==> src/rtl/b64u_pkg.sv <==
// Shared types, constants and the character map of the base64url stream encoder.
package b64u_pkg;

   localparam int QUEUE_DEPTH = 2;

   localparam int BYTE_W = 8;
   localparam int SIX_W  = 6;
   localparam int CHAR_W = 7;
   localparam int MAX_SYMS = 3;

   // Pending bit counts
   localparam logic [2:0] LEFT_0 = 3'd0;
   localparam logic [2:0] LEFT_2 = 3'd2;
   localparam logic [2:0] LEFT_4 = 3'd4;

   // Work for the back end: up to three 6-bit groups of one input word
   typedef struct packed {
      logic [MAX_SYMS-1:0][SIX_W-1:0] sixes;
      logic [1:0]                     count;
      logic                           final_flag;
   } b64u_entry_type;

   typedef struct packed {
      logic           valid;
      b64u_entry_type entry;
   } b64u_push_type;

   function automatic logic [CHAR_W-1:0] b64u_char(input logic [SIX_W-1:0] six);
      logic [CHAR_W-1:0] v;
      v = {1'b0, six};
      if (six < 6'd26) begin
         return v + 7'd65;
      end else if (six < 6'd52) begin
         return v + 7'd71;
      end else if (six < 6'd62) begin
         return v - 7'd4;
      end else if (six == 6'd62) begin
         return 7'd45;
      end else begin
         return 7'd95;
      end
   endfunction

endpackage

==> src/rtl/b64u_if.sv <==
// Valid/ready channel interfaces for raw bytes in and characters out.
interface b64u_req_if;
   logic       valid;
   logic       ready;
   logic [7:0] data_byte;
   logic       end_of_message;

   modport source (output valid, output data_byte, output end_of_message, input ready);
   modport sink   (input valid, input data_byte, input end_of_message, output ready);
endinterface

interface b64u_rsp_if;
   logic       valid;
   logic       ready;
   logic [6:0] symbol;
   logic       final_symbol;

   modport source (output valid, output symbol, output final_symbol, input ready);
   modport sink   (input valid, input symbol, input final_symbol, output ready);
endinterface

==> src/rtl/b64u_front.sv <==
// Front end: takes bytes, splits pending bits into 6-bit groups, handles flush.
module b64u_front (
   input  logic                    clock,
   input  logic                    reset,
   b64u_req_if.sink                req_chan,
   input  logic                    queue_full,
   output b64u_pkg::b64u_push_type push
);
   import b64u_pkg::*;

   logic [3:0] bits_ff, bits_in;
   logic [2:0] cnt_ff, cnt_in;

   logic                     accept;
   logic [BYTE_W-1:0]        byte_w;
   logic [3:0]               rem_bits;
   logic [2:0]               rem_cnt;
   logic [MAX_SYMS-1:0][SIX_W-1:0] sixes;
   logic [1:0]               n_syms;

   assign req_chan.ready = !queue_full;
   assign accept         = req_chan.valid && !queue_full;
   assign byte_w         = req_chan.data_byte;

   always_comb begin
      sixes    = '0;
      n_syms   = 2'd1;
      rem_bits = 4'd0;
      rem_cnt  = LEFT_0;
      case (cnt_ff)
         LEFT_2: begin
            sixes[0] = {bits_ff[1:0], byte_w[7:4]};
            rem_bits = byte_w[3:0];
            rem_cnt  = LEFT_4;
         end
         LEFT_4: begin
            sixes[0] = {bits_ff, byte_w[7:6]};
            sixes[1] = byte_w[5:0];
            n_syms   = 2'd2;
         end
         default: begin
            sixes[0] = byte_w[7:2];
            rem_bits = {2'b00, byte_w[1:0]};
            rem_cnt  = LEFT_2;
         end
      endcase
      // flush: remaining bits left-aligned, zero filled
      if (req_chan.end_of_message && rem_cnt != LEFT_0) begin
         if (rem_cnt == LEFT_4) begin
            sixes[n_syms] = {rem_bits, 2'b00};
         end else begin
            sixes[n_syms] = {rem_bits[1:0], 4'b0000};
         end
         n_syms = n_syms + 2'd1;
      end
   end

   always_comb begin
      push.valid            = accept;
      push.entry.sixes      = sixes;
      push.entry.count      = n_syms;
      push.entry.final_flag = req_chan.end_of_message;
   end

   always_comb begin
      bits_in = bits_ff;
      cnt_in  = cnt_ff;
      if (accept) begin
         if (req_chan.end_of_message) begin
            bits_in = 4'd0;
            cnt_in  = LEFT_0;
         end else begin
            bits_in = rem_bits;
            cnt_in  = rem_cnt;
         end
      end
   end

   always_ff @(posedge clock) begin
      if (reset) begin
         bits_ff <= 4'd0;
         cnt_ff  <= LEFT_0;
      end else begin
         bits_ff <= bits_in;
         cnt_ff  <= cnt_in;
      end
   end

endmodule

==> src/rtl/b64u_queue.sv <==
// Short FIFO of symbol groups between front and back end.
module b64u_queue #(
   parameter int Depth = b64u_pkg::QUEUE_DEPTH
) (
   input  logic                     clock,
   input  logic                     reset,
   input  b64u_pkg::b64u_push_type  push,
   input  logic                     pop,
   output logic                     full,
   output logic                     q_valid,
   output b64u_pkg::b64u_entry_type q_entry
);
   import b64u_pkg::*;

   localparam int PtrW = (Depth > 1) ? $clog2(Depth) : 1;
   localparam int CntW = $clog2(Depth + 1);
   localparam logic [PtrW-1:0] LastPtr = PtrW'(Depth - 1);

   b64u_entry_type store_ff [Depth];
   logic [PtrW-1:0] wr_ptr_ff, wr_ptr_in;
   logic [PtrW-1:0] rd_ptr_ff, rd_ptr_in;
   logic [CntW-1:0] fill_ff, fill_in;

   logic do_push, do_pop;

   assign full    = (fill_ff == CntW'(Depth));
   assign q_valid = (fill_ff != '0);
   assign q_entry = store_ff[rd_ptr_ff];
   assign do_push = push.valid && !full;
   assign do_pop  = pop && q_valid;

   always_comb begin
      wr_ptr_in = wr_ptr_ff;
      rd_ptr_in = rd_ptr_ff;
      fill_in   = fill_ff;
      if (do_push) begin
         wr_ptr_in = (wr_ptr_ff == LastPtr) ? '0 : wr_ptr_ff + 1'b1;
      end
      if (do_pop) begin
         rd_ptr_in = (rd_ptr_ff == LastPtr) ? '0 : rd_ptr_ff + 1'b1;
      end
      if (do_push && !do_pop) begin
         fill_in = fill_ff + 1'b1;
      end else if (do_pop && !do_push) begin
         fill_in = fill_ff - 1'b1;
      end
   end

   always_ff @(posedge clock) begin
      if (do_push) begin
         store_ff[wr_ptr_ff] <= push.entry;
      end
   end

   always_ff @(posedge clock) begin
      if (reset) begin
         wr_ptr_ff <= '0;
         rd_ptr_ff <= '0;
         fill_ff   <= '0;
      end else begin
         wr_ptr_ff <= wr_ptr_in;
         rd_ptr_ff <= rd_ptr_in;
         fill_ff   <= fill_in;
      end
   end

endmodule

==> src/rtl/b64u_back.sv <==
// Back end: walks a group into the output register a character per unstalled cycle.
module b64u_back (
   input  logic                     clock,
   input  logic                     reset,
   input  logic                     q_valid,
   input  b64u_pkg::b64u_entry_type q_entry,
   output logic                     pop,
   b64u_rsp_if.source               rsp_chan
);
   import b64u_pkg::*;

   b64u_entry_type    cur_ff, cur_in;
   logic              cur_valid_ff, cur_valid_in;
   logic [1:0]        idx_ff, idx_in;
   logic              out_valid_ff, out_valid_in;
   logic [CHAR_W-1:0] out_symbol_ff, out_symbol_in;
   logic              out_final_ff, out_final_in;

   logic out_free, emit, last_sym, load;

   assign out_free = !out_valid_ff || rsp_chan.ready;
   assign emit     = out_free && cur_valid_ff;
   assign last_sym = (idx_ff == cur_ff.count - 2'd1);
   assign load     = q_valid && (!cur_valid_ff || (emit && last_sym));
   assign pop      = load;

   always_comb begin
      cur_in        = cur_ff;
      cur_valid_in  = cur_valid_ff;
      idx_in        = idx_ff;
      out_valid_in  = out_valid_ff && !rsp_chan.ready;
      out_symbol_in = out_symbol_ff;
      out_final_in  = out_final_ff;
      if (emit) begin
         out_valid_in  = 1'b1;
         out_symbol_in = b64u_char(cur_ff.sixes[idx_ff]);
         out_final_in  = cur_ff.final_flag && last_sym;
         idx_in        = idx_ff + 2'd1;
         if (last_sym) begin
            cur_valid_in = 1'b0;
         end
      end
      if (load) begin
         cur_in       = q_entry;
         cur_valid_in = 1'b1;
         idx_in       = 2'd0;
      end
   end

   always_ff @(posedge clock) begin
      cur_ff        <= cur_in;
      out_symbol_ff <= out_symbol_in;
      out_final_ff  <= out_final_in;
   end

   always_ff @(posedge clock) begin
      if (reset) begin
         cur_valid_ff <= 1'b0;
         idx_ff       <= 2'd0;
         out_valid_ff <= 1'b0;
      end else begin
         cur_valid_ff <= cur_valid_in;
         idx_ff       <= idx_in;
         out_valid_ff <= out_valid_in;
      end
   end

   assign rsp_chan.valid        = out_valid_ff;
   assign rsp_chan.symbol       = out_symbol_ff;
   assign rsp_chan.final_symbol = out_final_ff;

endmodule

==> src/rtl/base64url_stream_encoder.sv <==
// Base64url stream encoder, no padding: bytes in, URL-safe characters out.
//
// Each accepted byte word yields one or two characters (A-Z a-z 0-9 - _), plus
// one flush character on a message's last byte when 2 or 4 bits remain; the
// last character of a message carries final_symbol. Bytes are taken back to
// back as long as the group queue (Depth entries) has room; characters leave
// one per cycle, while the receiver is ready, through a single output register;
// the output character rate limits a steady stream. Each character passes
// through a queue entry, the current-group register and the output register.
module base64url_stream_encoder #(
   parameter int Depth = b64u_pkg::QUEUE_DEPTH
) (
   input  logic       clock,
   input  logic       reset,
   b64u_req_if.sink   req_chan,
   b64u_rsp_if.source rsp_chan
);
   import b64u_pkg::*;

   b64u_push_type  push;
   b64u_entry_type q_entry;
   logic           queue_full, q_valid, pop;

   b64u_front u_front (
      .clock      (clock),
      .reset      (reset),
      .req_chan   (req_chan),
      .queue_full (queue_full),
      .push       (push)
   );

   b64u_queue #(
      .Depth (Depth)
   ) u_queue (
      .clock   (clock),
      .reset   (reset),
      .push    (push),
      .pop     (pop),
      .full    (queue_full),
      .q_valid (q_valid),
      .q_entry (q_entry)
   );

   b64u_back u_back (
      .clock    (clock),
      .reset    (reset),
      .q_valid  (q_valid),
      .q_entry  (q_entry),
      .pop      (pop),
      .rsp_chan (rsp_chan)
   );

endmodule

==> src/flat_wrapper.sv <==
// flat-port wrapper written by rule: the top's interface ports become plain ports
module base64url_stream_encoder_flat import b64u_pkg::*;
#(
   parameter int Depth = b64u_pkg::QUEUE_DEPTH
)
  (clock, reset, req_chan_valid, req_chan_data_byte, req_chan_end_of_message, req_chan_ready, rsp_chan_valid, rsp_chan_symbol, rsp_chan_final_symbol, rsp_chan_ready);
  b64u_req_if req_chan_i ();
  b64u_rsp_if rsp_chan_i ();
  input  logic clock;
  input  logic reset;
  input wire logic [$bits(req_chan_i.valid)-1:0] req_chan_valid;
  input wire logic [$bits(req_chan_i.data_byte)-1:0] req_chan_data_byte;
  input wire logic [$bits(req_chan_i.end_of_message)-1:0] req_chan_end_of_message;
  output wire logic [$bits(req_chan_i.ready)-1:0] req_chan_ready;
  output wire logic [$bits(rsp_chan_i.valid)-1:0] rsp_chan_valid;
  output wire logic [$bits(rsp_chan_i.symbol)-1:0] rsp_chan_symbol;
  output wire logic [$bits(rsp_chan_i.final_symbol)-1:0] rsp_chan_final_symbol;
  input wire logic [$bits(rsp_chan_i.ready)-1:0] rsp_chan_ready;
  assign req_chan_i.valid = req_chan_valid;
  assign req_chan_i.data_byte = req_chan_data_byte;
  assign req_chan_i.end_of_message = req_chan_end_of_message;
  assign req_chan_ready = req_chan_i.ready;
  assign rsp_chan_valid = rsp_chan_i.valid;
  assign rsp_chan_symbol = rsp_chan_i.symbol;
  assign rsp_chan_final_symbol = rsp_chan_i.final_symbol;
  assign rsp_chan_i.ready = rsp_chan_ready;
  base64url_stream_encoder #(.Depth(Depth)) u_core (.clock(clock), .reset(reset), .req_chan(req_chan_i), .rsp_chan(rsp_chan_i));
endmodule
==> config.mk <==
export PLATFORM = sky130hd
export DESIGN_NAME = base64url_stream_encoder_flat
export DESIGN_NICKNAME = d
export VERILOG_FILES = /design/src/rtl/b64u_pkg.sv /design/src/rtl/b64u_if.sv /design/src/rtl/b64u_front.sv /design/src/rtl/b64u_queue.sv /design/src/rtl/b64u_back.sv /design/src/rtl/base64url_stream_encoder.sv /design/src/flat_wrapper.sv
export SDC_FILE = /design/constraint.sdc
export NUM_CORES = 1
export LEC_CHECK = 0
export BUFFER_PORTS_ARGS = -buffer_cell sky130_fd_sc_hd__buf_4
export CORE_ASPECT_RATIO = 0.9
export CORE_UTILIZATION = 40
export DETAILED_ROUTE_END_ITERATION = 10
export PLACE_DENSITY = 0.65
export SETUP_SLACK_MARGIN = 0.3
export SLEW_MARGIN = 10
export SYNTH_ARGS = -nofsm -noshare
export SYNTH_HDL_FRONTEND = slang
export SYNTH_SLANG_ARGS = --single-unit
==> constraint.sdc <==
create_clock -name clock -period 2.85 [get_ports clock]
set_input_delay 0.4275 -clock clock [delete_from_list [all_inputs] [get_ports clock]]
set_output_delay 0.4275 -clock clock [all_outputs]
set_load 0.05 [all_outputs]
After elaboration in Yosys (flattened, before gate mapping)
Memory sizes are Yosys's and may differ from the RTL's. A register that Yosys moved wholly into a read port is not among the register bits.
Index checks and enable logic that the tools add are counted.

cells by class
  add/sub/neg operators = 10
  order comparisons = 6
  eq/ne operators = 6
  muxes and demuxes = 30
  reductions and logical operators = 27

operator list
  cell                                                count
  bitwise mux 18 bit                                  2
  2-to-1 mux 18 bit                                   2
  2-to-1 mux 7 bit                                    4
  2-to-1 mux 6 bit                                    3
  adder 6 x 7 -> 7 bit, second input constant         2
  binary-select mux 6 bit (select 2 bit)              1
  demux 6 bit (select 2 bit)                          1
  logical AND 1 bit                                   12
  < comparator 6 bit, second input constant           2
  one-hot mux 6 bit (2 select lines)                  1
  2-to-1 mux 1 bit                                    8
  2-to-1 mux 2 bit                                    4
  one-hot mux 4 bit (2 select lines)                  1
  nonzero test 2 bit                                  4
  subtractor 6 x 3 -> 7 bit, second input constant    1
  adder 2 x 1 -> 2 bit, second input constant         3
  == test 3 bit, second input constant                2
  == test 6 bit, second input constant                1
  logical NOT 1 bit                                   6
  < comparator 2 x 3 -> 1 bit, second input constant  2
  < comparator 6 x 5 -> 1 bit, second input constant  1
  one-hot mux 3 bit (2 select lines)                  1
  2-to-1 mux 4 bit                                    1
  subtractor 2 x 1 -> 2 bit, second input constant    2
  other kinds (10)                                    12

word-level totals
  flip-flop bits (word level) = 23
  bits in writable memories = 42
  input bits = 13
  output and inout port bits = 10
  logic and storage cells = 90
  memories kept = 1

memory list
  memory                   words  bits a word  rd ports  clocked after memory_dff  write ports  RTL line          RTL
  u_core.u_queue.store_ff  2      21           1         1                         1            b64u_queue.sv:19  b64u_entry_type store_ff [Depth];

Logic depth before layout (Yosys ltp)
  word-level depth = 10
  gate-level depth with buffers = 11
  gate-level depth less buffers = 10

Hierarchy
From an unflattened synthesis, not the netlist that was laid out.

second synthesis, totals
  cell total of the unflattened synthesis = 305
  area total of the unflattened synthesis = 4022.6 um2

modules (own cells, without submodules)
  module      times used  cells each  area an instance (um2)  sequential area each (um2)
  b64u_queue  1           90          1727.9                  1361.3
  b64u_back   1           126         1677.9                  950.9
  b64u_front  1           89          616.8                   120.1

Worst setup path after synthesis
No wires, ideal clock.

  path type = reg2reg
  start = register u_core.u_back.idx_ff[0]
  end = register u_core.u_queue.fill_ff[1]
  library setup time = 0.070 ns
  arrival time = 2.829 ns
  data required time = 2.780 ns
  path slack = -0.049 ns
  stages on the path, launching flop included = 11
  path buffers = 2
  period minus slack after synthesis = 2.899 ns
  cells stage by stage = dfxtp_1 > buf_6 > buf_4 > nand2b_1 > mux2i_1 > a21oi_1 > nor2_1 > inv_1 > ha_1 > or3_1 > a21oi_1

between the ends
  cells in the longest elaborated chain, start to end = 8
  elaborated cells between the ends (all ways) = 10
  classes of those cells = eq/ne (1); mux (1); reduce/logical (8)

RTL lines
  element                                                        RTL line                        RTL
  from (decl)                                                    b64u_back.sv:14                 logic [1:0] idx_ff, idx_in;
  from (signal assigned)                                         b64u_back.sv:63                 idx_ff <= idx_in;
  == test 2 bit *                                                b64u_back.sv:23                 assign last_sym = (idx_ff == cur_ff.count - 2'd1);
  logical AND 1 bit *                                            b64u_back.sv:24                 assign load = q_valid && (!cur_valid_ff || (emit && last_sym));
  logical OR 1 bit *                                             b64u_back.sv:24
  logical AND 1 bit *                                            b64u_back.sv:24
  net u_core.pop                                                 base64url_stream_encoder.sv:22  logic queue_full, q_valid, pop;
  logical AND 1 bit *                                            b64u_queue.sv:30                assign do_pop = pop && q_valid;
  logical NOT 1 bit                                              b64u_queue.sv:42                if (do_push && !do_pop) begin
  logical AND 1 bit                                              b64u_queue.sv:42
  2-to-1 mux 2 bit / nonzero test 2 bit (equally long branches)  --
  to (signal assigned)                                           b64u_queue.sv:63                fill_ff <= fill_in;
  to (decl)                                                      b64u_queue.sv:22                logic [CntW-1:0] fill_ff, fill_in;

The timed path passes the listed nets; every way through them passes the cells marked *.
A chain may end at the register's enable or synchronous reset.

Worst setup path after layout
  start = register u_core.u_back.idx_ff[0]
  end = register u_core.u_back.out_symbol_ff[2], in the netlist u_core.u_back.rsp_chan.symbol[2], data pin

between the ends
  cells in the longest elaborated chain, start to end = 6
  elaborated cells between the ends (all ways) = 11
  classes of those cells = add/sub (3); order compare (3); mux (5)

RTL lines
  element                                                                 RTL line                        RTL
  binary-select mux 6 bit (select 2 bit) *                                b64u_back.sv:36                 out_symbol_in = b64u_char(cur_ff.sixes[idx_ff]);
  2-to-1 mux 6 bit (implied by the code) *                                b64u_back.sv:36
  subtractor 6 x 3 -> 7 bit / < comparator 6 bit (equally long branches)  b64u_pkg.sv:36, b64u_pkg.sv:35
  2-to-1 mux 7 bit                                                        b64u_pkg.sv:35                  end else if (six < 6'd62) begin
  2-to-1 mux 7 bit                                                        b64u_pkg.sv:33                  end else if (six < 6'd52) begin
  2-to-1 mux 7 bit *                                                      b64u_pkg.sv:31                  if (six < 6'd26) begin
  to (signal assigned)                                                    b64u_back.sv:52                 out_symbol_ff <= out_symbol_in;
  to (decl)                                                               b64u_back.sv:16                 logic [CHAR_W-1:0] out_symbol_ff, out_symbol_in;

Every way passes the cells marked *; elsewhere a longest branch is shown, timed or not. The select of a mux whose other input is x is not followed.

==> results.cfg <==
[outcome]
outcome = completed

[cts]
htreeDepth = 3
cts_buffer_depth = 2
clock_sinks = 79
cts-root-buf = clkbuf_8
hold_buffers = 0
cts_buffers = 9
clock_latency_ns = 0.34
clkTransAtPathRegs_ns = 0.09
tritoncts = yes

[synth]
synth_top_family_by_area = compound AO/OA/AOI/OAI gates
async_flop_share_pct = 0
syn_area_per_cell_sq_um = 12.4
synth.most_common_cell = edfxtp_1
muxShareOfSynthArea_pct = 8.23
dominantRegCellSynth = edfxtp_1
synth-simple-area-share_pct = 11.8
ys_seq_area_share_pct = 59.4
synth_compound_gate_area_share_pct = 12.4
synth_nets = 327
synth_cell_type_count = 55
synth_edf_count = 65
synthCells = 304
synth_warnings = 0
synth_xor_area_share_pct = 1.40
yosysTopAreaCell = edfxtp_1
ys_ff_latch = 79
synth_area_leaders = edfxtp_1 52%, dfxtp_1 7.5%, mux2_2 5.7%, ha_1 3.3%, o21ai_0 2.7%
synthAdderAreaFrac_pct = 3.33
synth_commonest_cells = 65 x edfxtp_1, 22 x nor2_1, 20 x o21ai_0
netlist_area_sq_um = 3760
synth_top_area_share_pct = 52.0

[layout]
area_delta_synth_final_pct = 16.0
num-nets-final = 360
ff_latch_area_sq_um = 2240
drive_above_1_share_pct = 26.3
fill_cells = 814
multi_input_area_sq_um = 1460
fin_util_pct = 47.8
diodes = 0

[detailed_routing]
finalWirelength_um = 7180
wire_per_inst_um = 15.5
ant_nets = 0
route.detailed.drc = 0
vias_per_cell = 5.16
drt-initial-drc-count = 146
via_count = 2395
first_pass_iters = 5

[sta]
finalHoldViolations = 0
finalSetupTns_ns = 0
timing.slew.headroom_pct = 37.3
fin_skew_ns = 0.0125
tightest_slew_ns = 0.939
period_share_pct = 87.1
setup_viol = 0
clock.fmax_ghz = 0.403
rsz0062_at_grt = yes
min_period_ns = 2.48
slew_viol_final = 0

[grt]
grt_overflow = 0
grt_pass1_vias = 2405
antenna_found_initial = 0
grt_start_max_net_pins = 22
grt_use_total_pct = 16.1
grt_pass1_wl_um = 12200

[floorplanning]
die_h_um = 93.9
dieWidth_um = 104
start_util_pct = 41.2
die_area_sq_um = 9780
io_pins = 23
num_rows = 33
core_sq_um = 9130

[critical_path]
arrival_ns = 2.56
worstPathRequired_ns = 2.93
cp_max_fo = 9
endpoint_kind = register
startpoint_type = register
worstSetupPathType = reg2reg

[run]
drv_cap = 0

[place]
dp_hpwl_um = 4970
gp_congestion = 0.855
port_buffers = 22

[power_and_ir_drop]
power.density_nw_per_um2 = 1140
p_leak_nw = 1.54
peakVddDrop_uv = 504

[worst_hold_path]
min_path_type = in2reg
power breakdown:
part           internal, W  switching (W)
clock network     0.000349       0.000431
registers          0.00171       0.000187
logic             0.000946        0.00136
total              0.00300        0.00198
layer usage:
metal | up-vias | global-route usage, % | part of all wire (%)
met5 | - | 0 | 0
met4 | 0 | 3.57 | 0.65
met3 | 4 | 4.02 | 3.3
met2 | 38 | 28.6 | 50
met1 | 1153 | 19.9 | 46
li1 | 1200 | - | -
cell type report:
cell class | count | area share, %
Clock inverter | 6 | 1.12
Sequential cell | 79 | 51.3
Inverter | 16 | 1.38
Timing Repair Buffer | 35 | 5.97
Clock buffer | 10 | 3.16
Tap cell | 122 | 3.50
Multi-Input combinational cell | 196 | 33.5
repair_timing:
action	CTS	global route
resized for setup	7	8
endpoints found under the setup margin	4	3
pin swaps	1	3
setup buffers	0	6
worst max-delay path: stages, from the launching register on:
cell and delay (ns):
dfxtp_4 0.37, buf_4 0.17, and2b_4 0.19, a21oi_4 0.16, inv_2 0.07, ha_2 0.21
nor2b_2 0.17, a32oi_1 0.20, mux2i_1 0.15, a2111oi_2 0.44, a211oi_1 0.09
final timing paths:
kind / startpoint / end / slack (ns) / depth (start not counted)
setup / recovery: u_core.u_back.idx_ff[0] / u_core.u_back.rsp_chan.symbol[2] / 0.37 / 10
hold / removal: req_chan_end_of_message / u_core.u_queue.store_ff[0][0] / 0.34 / 1
setup reg to reg: u_core.u_back.idx_ff[0] / u_core.u_back.rsp_chan.symbol[2] / 0.37 / 10
hold reg to reg: u_core.u_back.cur_valid_ff / u_core.u_back.rsp_chan.valid / 0.48 / 2
flip-flops by register name, indices dropped and copies added (netlist names):
name and count:
u_core.u_queue.wr_ptr_ff 1, u_core.u_queue.rd_ptr_ff 1, u_core.u_back.idx_ff 2, u_core.u_front.bits_ff 4, u_core.u_back.cur_ff 19, u_core.u_queue.store_ff 38, u_core.u_queue.fill_ff 2, u_core.u_back.cur_valid_ff 1
u_core.u_back.rsp_chan.final_symbol 1, u_core.u_front.cnt_ff 2, u_core.u_back.rsp_chan.symbol 7, u_core.u_back.rsp_chan.valid 1
placed cells by master, fill, tap and decap left out, types with 2 or more instances in the layout:
| cell | n |
|---|---|
| o21ai_0 | 20 |
| mux2i_1 | 7 |
| nor2_1 | 20 |
| and3_1 | 4 |
| inv_1 | 14 |
| clkbuf_8 | 10 |
| inv_6 | 3 |
| and2_1 | 6 |
| nand2b_1 | 4 |
| inv_2 | 2 |
| a21oi_1 | 12 |
| a22oi_1 | 8 |
| edfxtp_1 | 65 |
| nand3_1 | 7 |
| nand2_1 | 15 |
| nor2_2 | 2 |
| or3_1 | 4 |
| dfxtp_1 | 12 |
| nor3_1 | 7 |
| buf_4 | 34 |
| nand4_1 | 2 |
| nor3b_1 | 2 |
| a2111oi_2 | 2 |
| ha_4 | 2 |
| mux2_2 | 19 |
| xnor2_1 | 4 |
| nor2b_1 | 2 |
| a22o_1 | 3 |
| xor2_1 | 2 |
| ha_1 | 7 |
| nand3b_1 | 2 |
| clkinvlp_4 | 3 |
| o21a_1 | 3 |
| a211oi_1 | 5 |
kinds of logic after synthesis:
group / count (synthesis)
AO/OA/AOI/OAI: 68
XOR/XNOR: 6
adder cells (fa/ha/maj): 10
buffers and inverters: 29
flip-flops: 79
multiplexers: 28
AND/OR/NAND/NOR: 84
per-stage QoR:
stage	std cells	power [W]	area, sq um	hold slack (ns)	setup slack (ns)
floorplan	304	0.00344	3760	0.442	0.292
global placement	442	0.00397	4060	0.449	0.267
detailed placement	442	0.00398	4060	0.462	0.0791
CTS	458	0.00483	4270	0.325	0.329
global route	464	0.00532	4360	0.323	0.183
finish	464	0.00498	4360	0.341	0.367
Note: power is estimated with default switching activity, not from simulation.
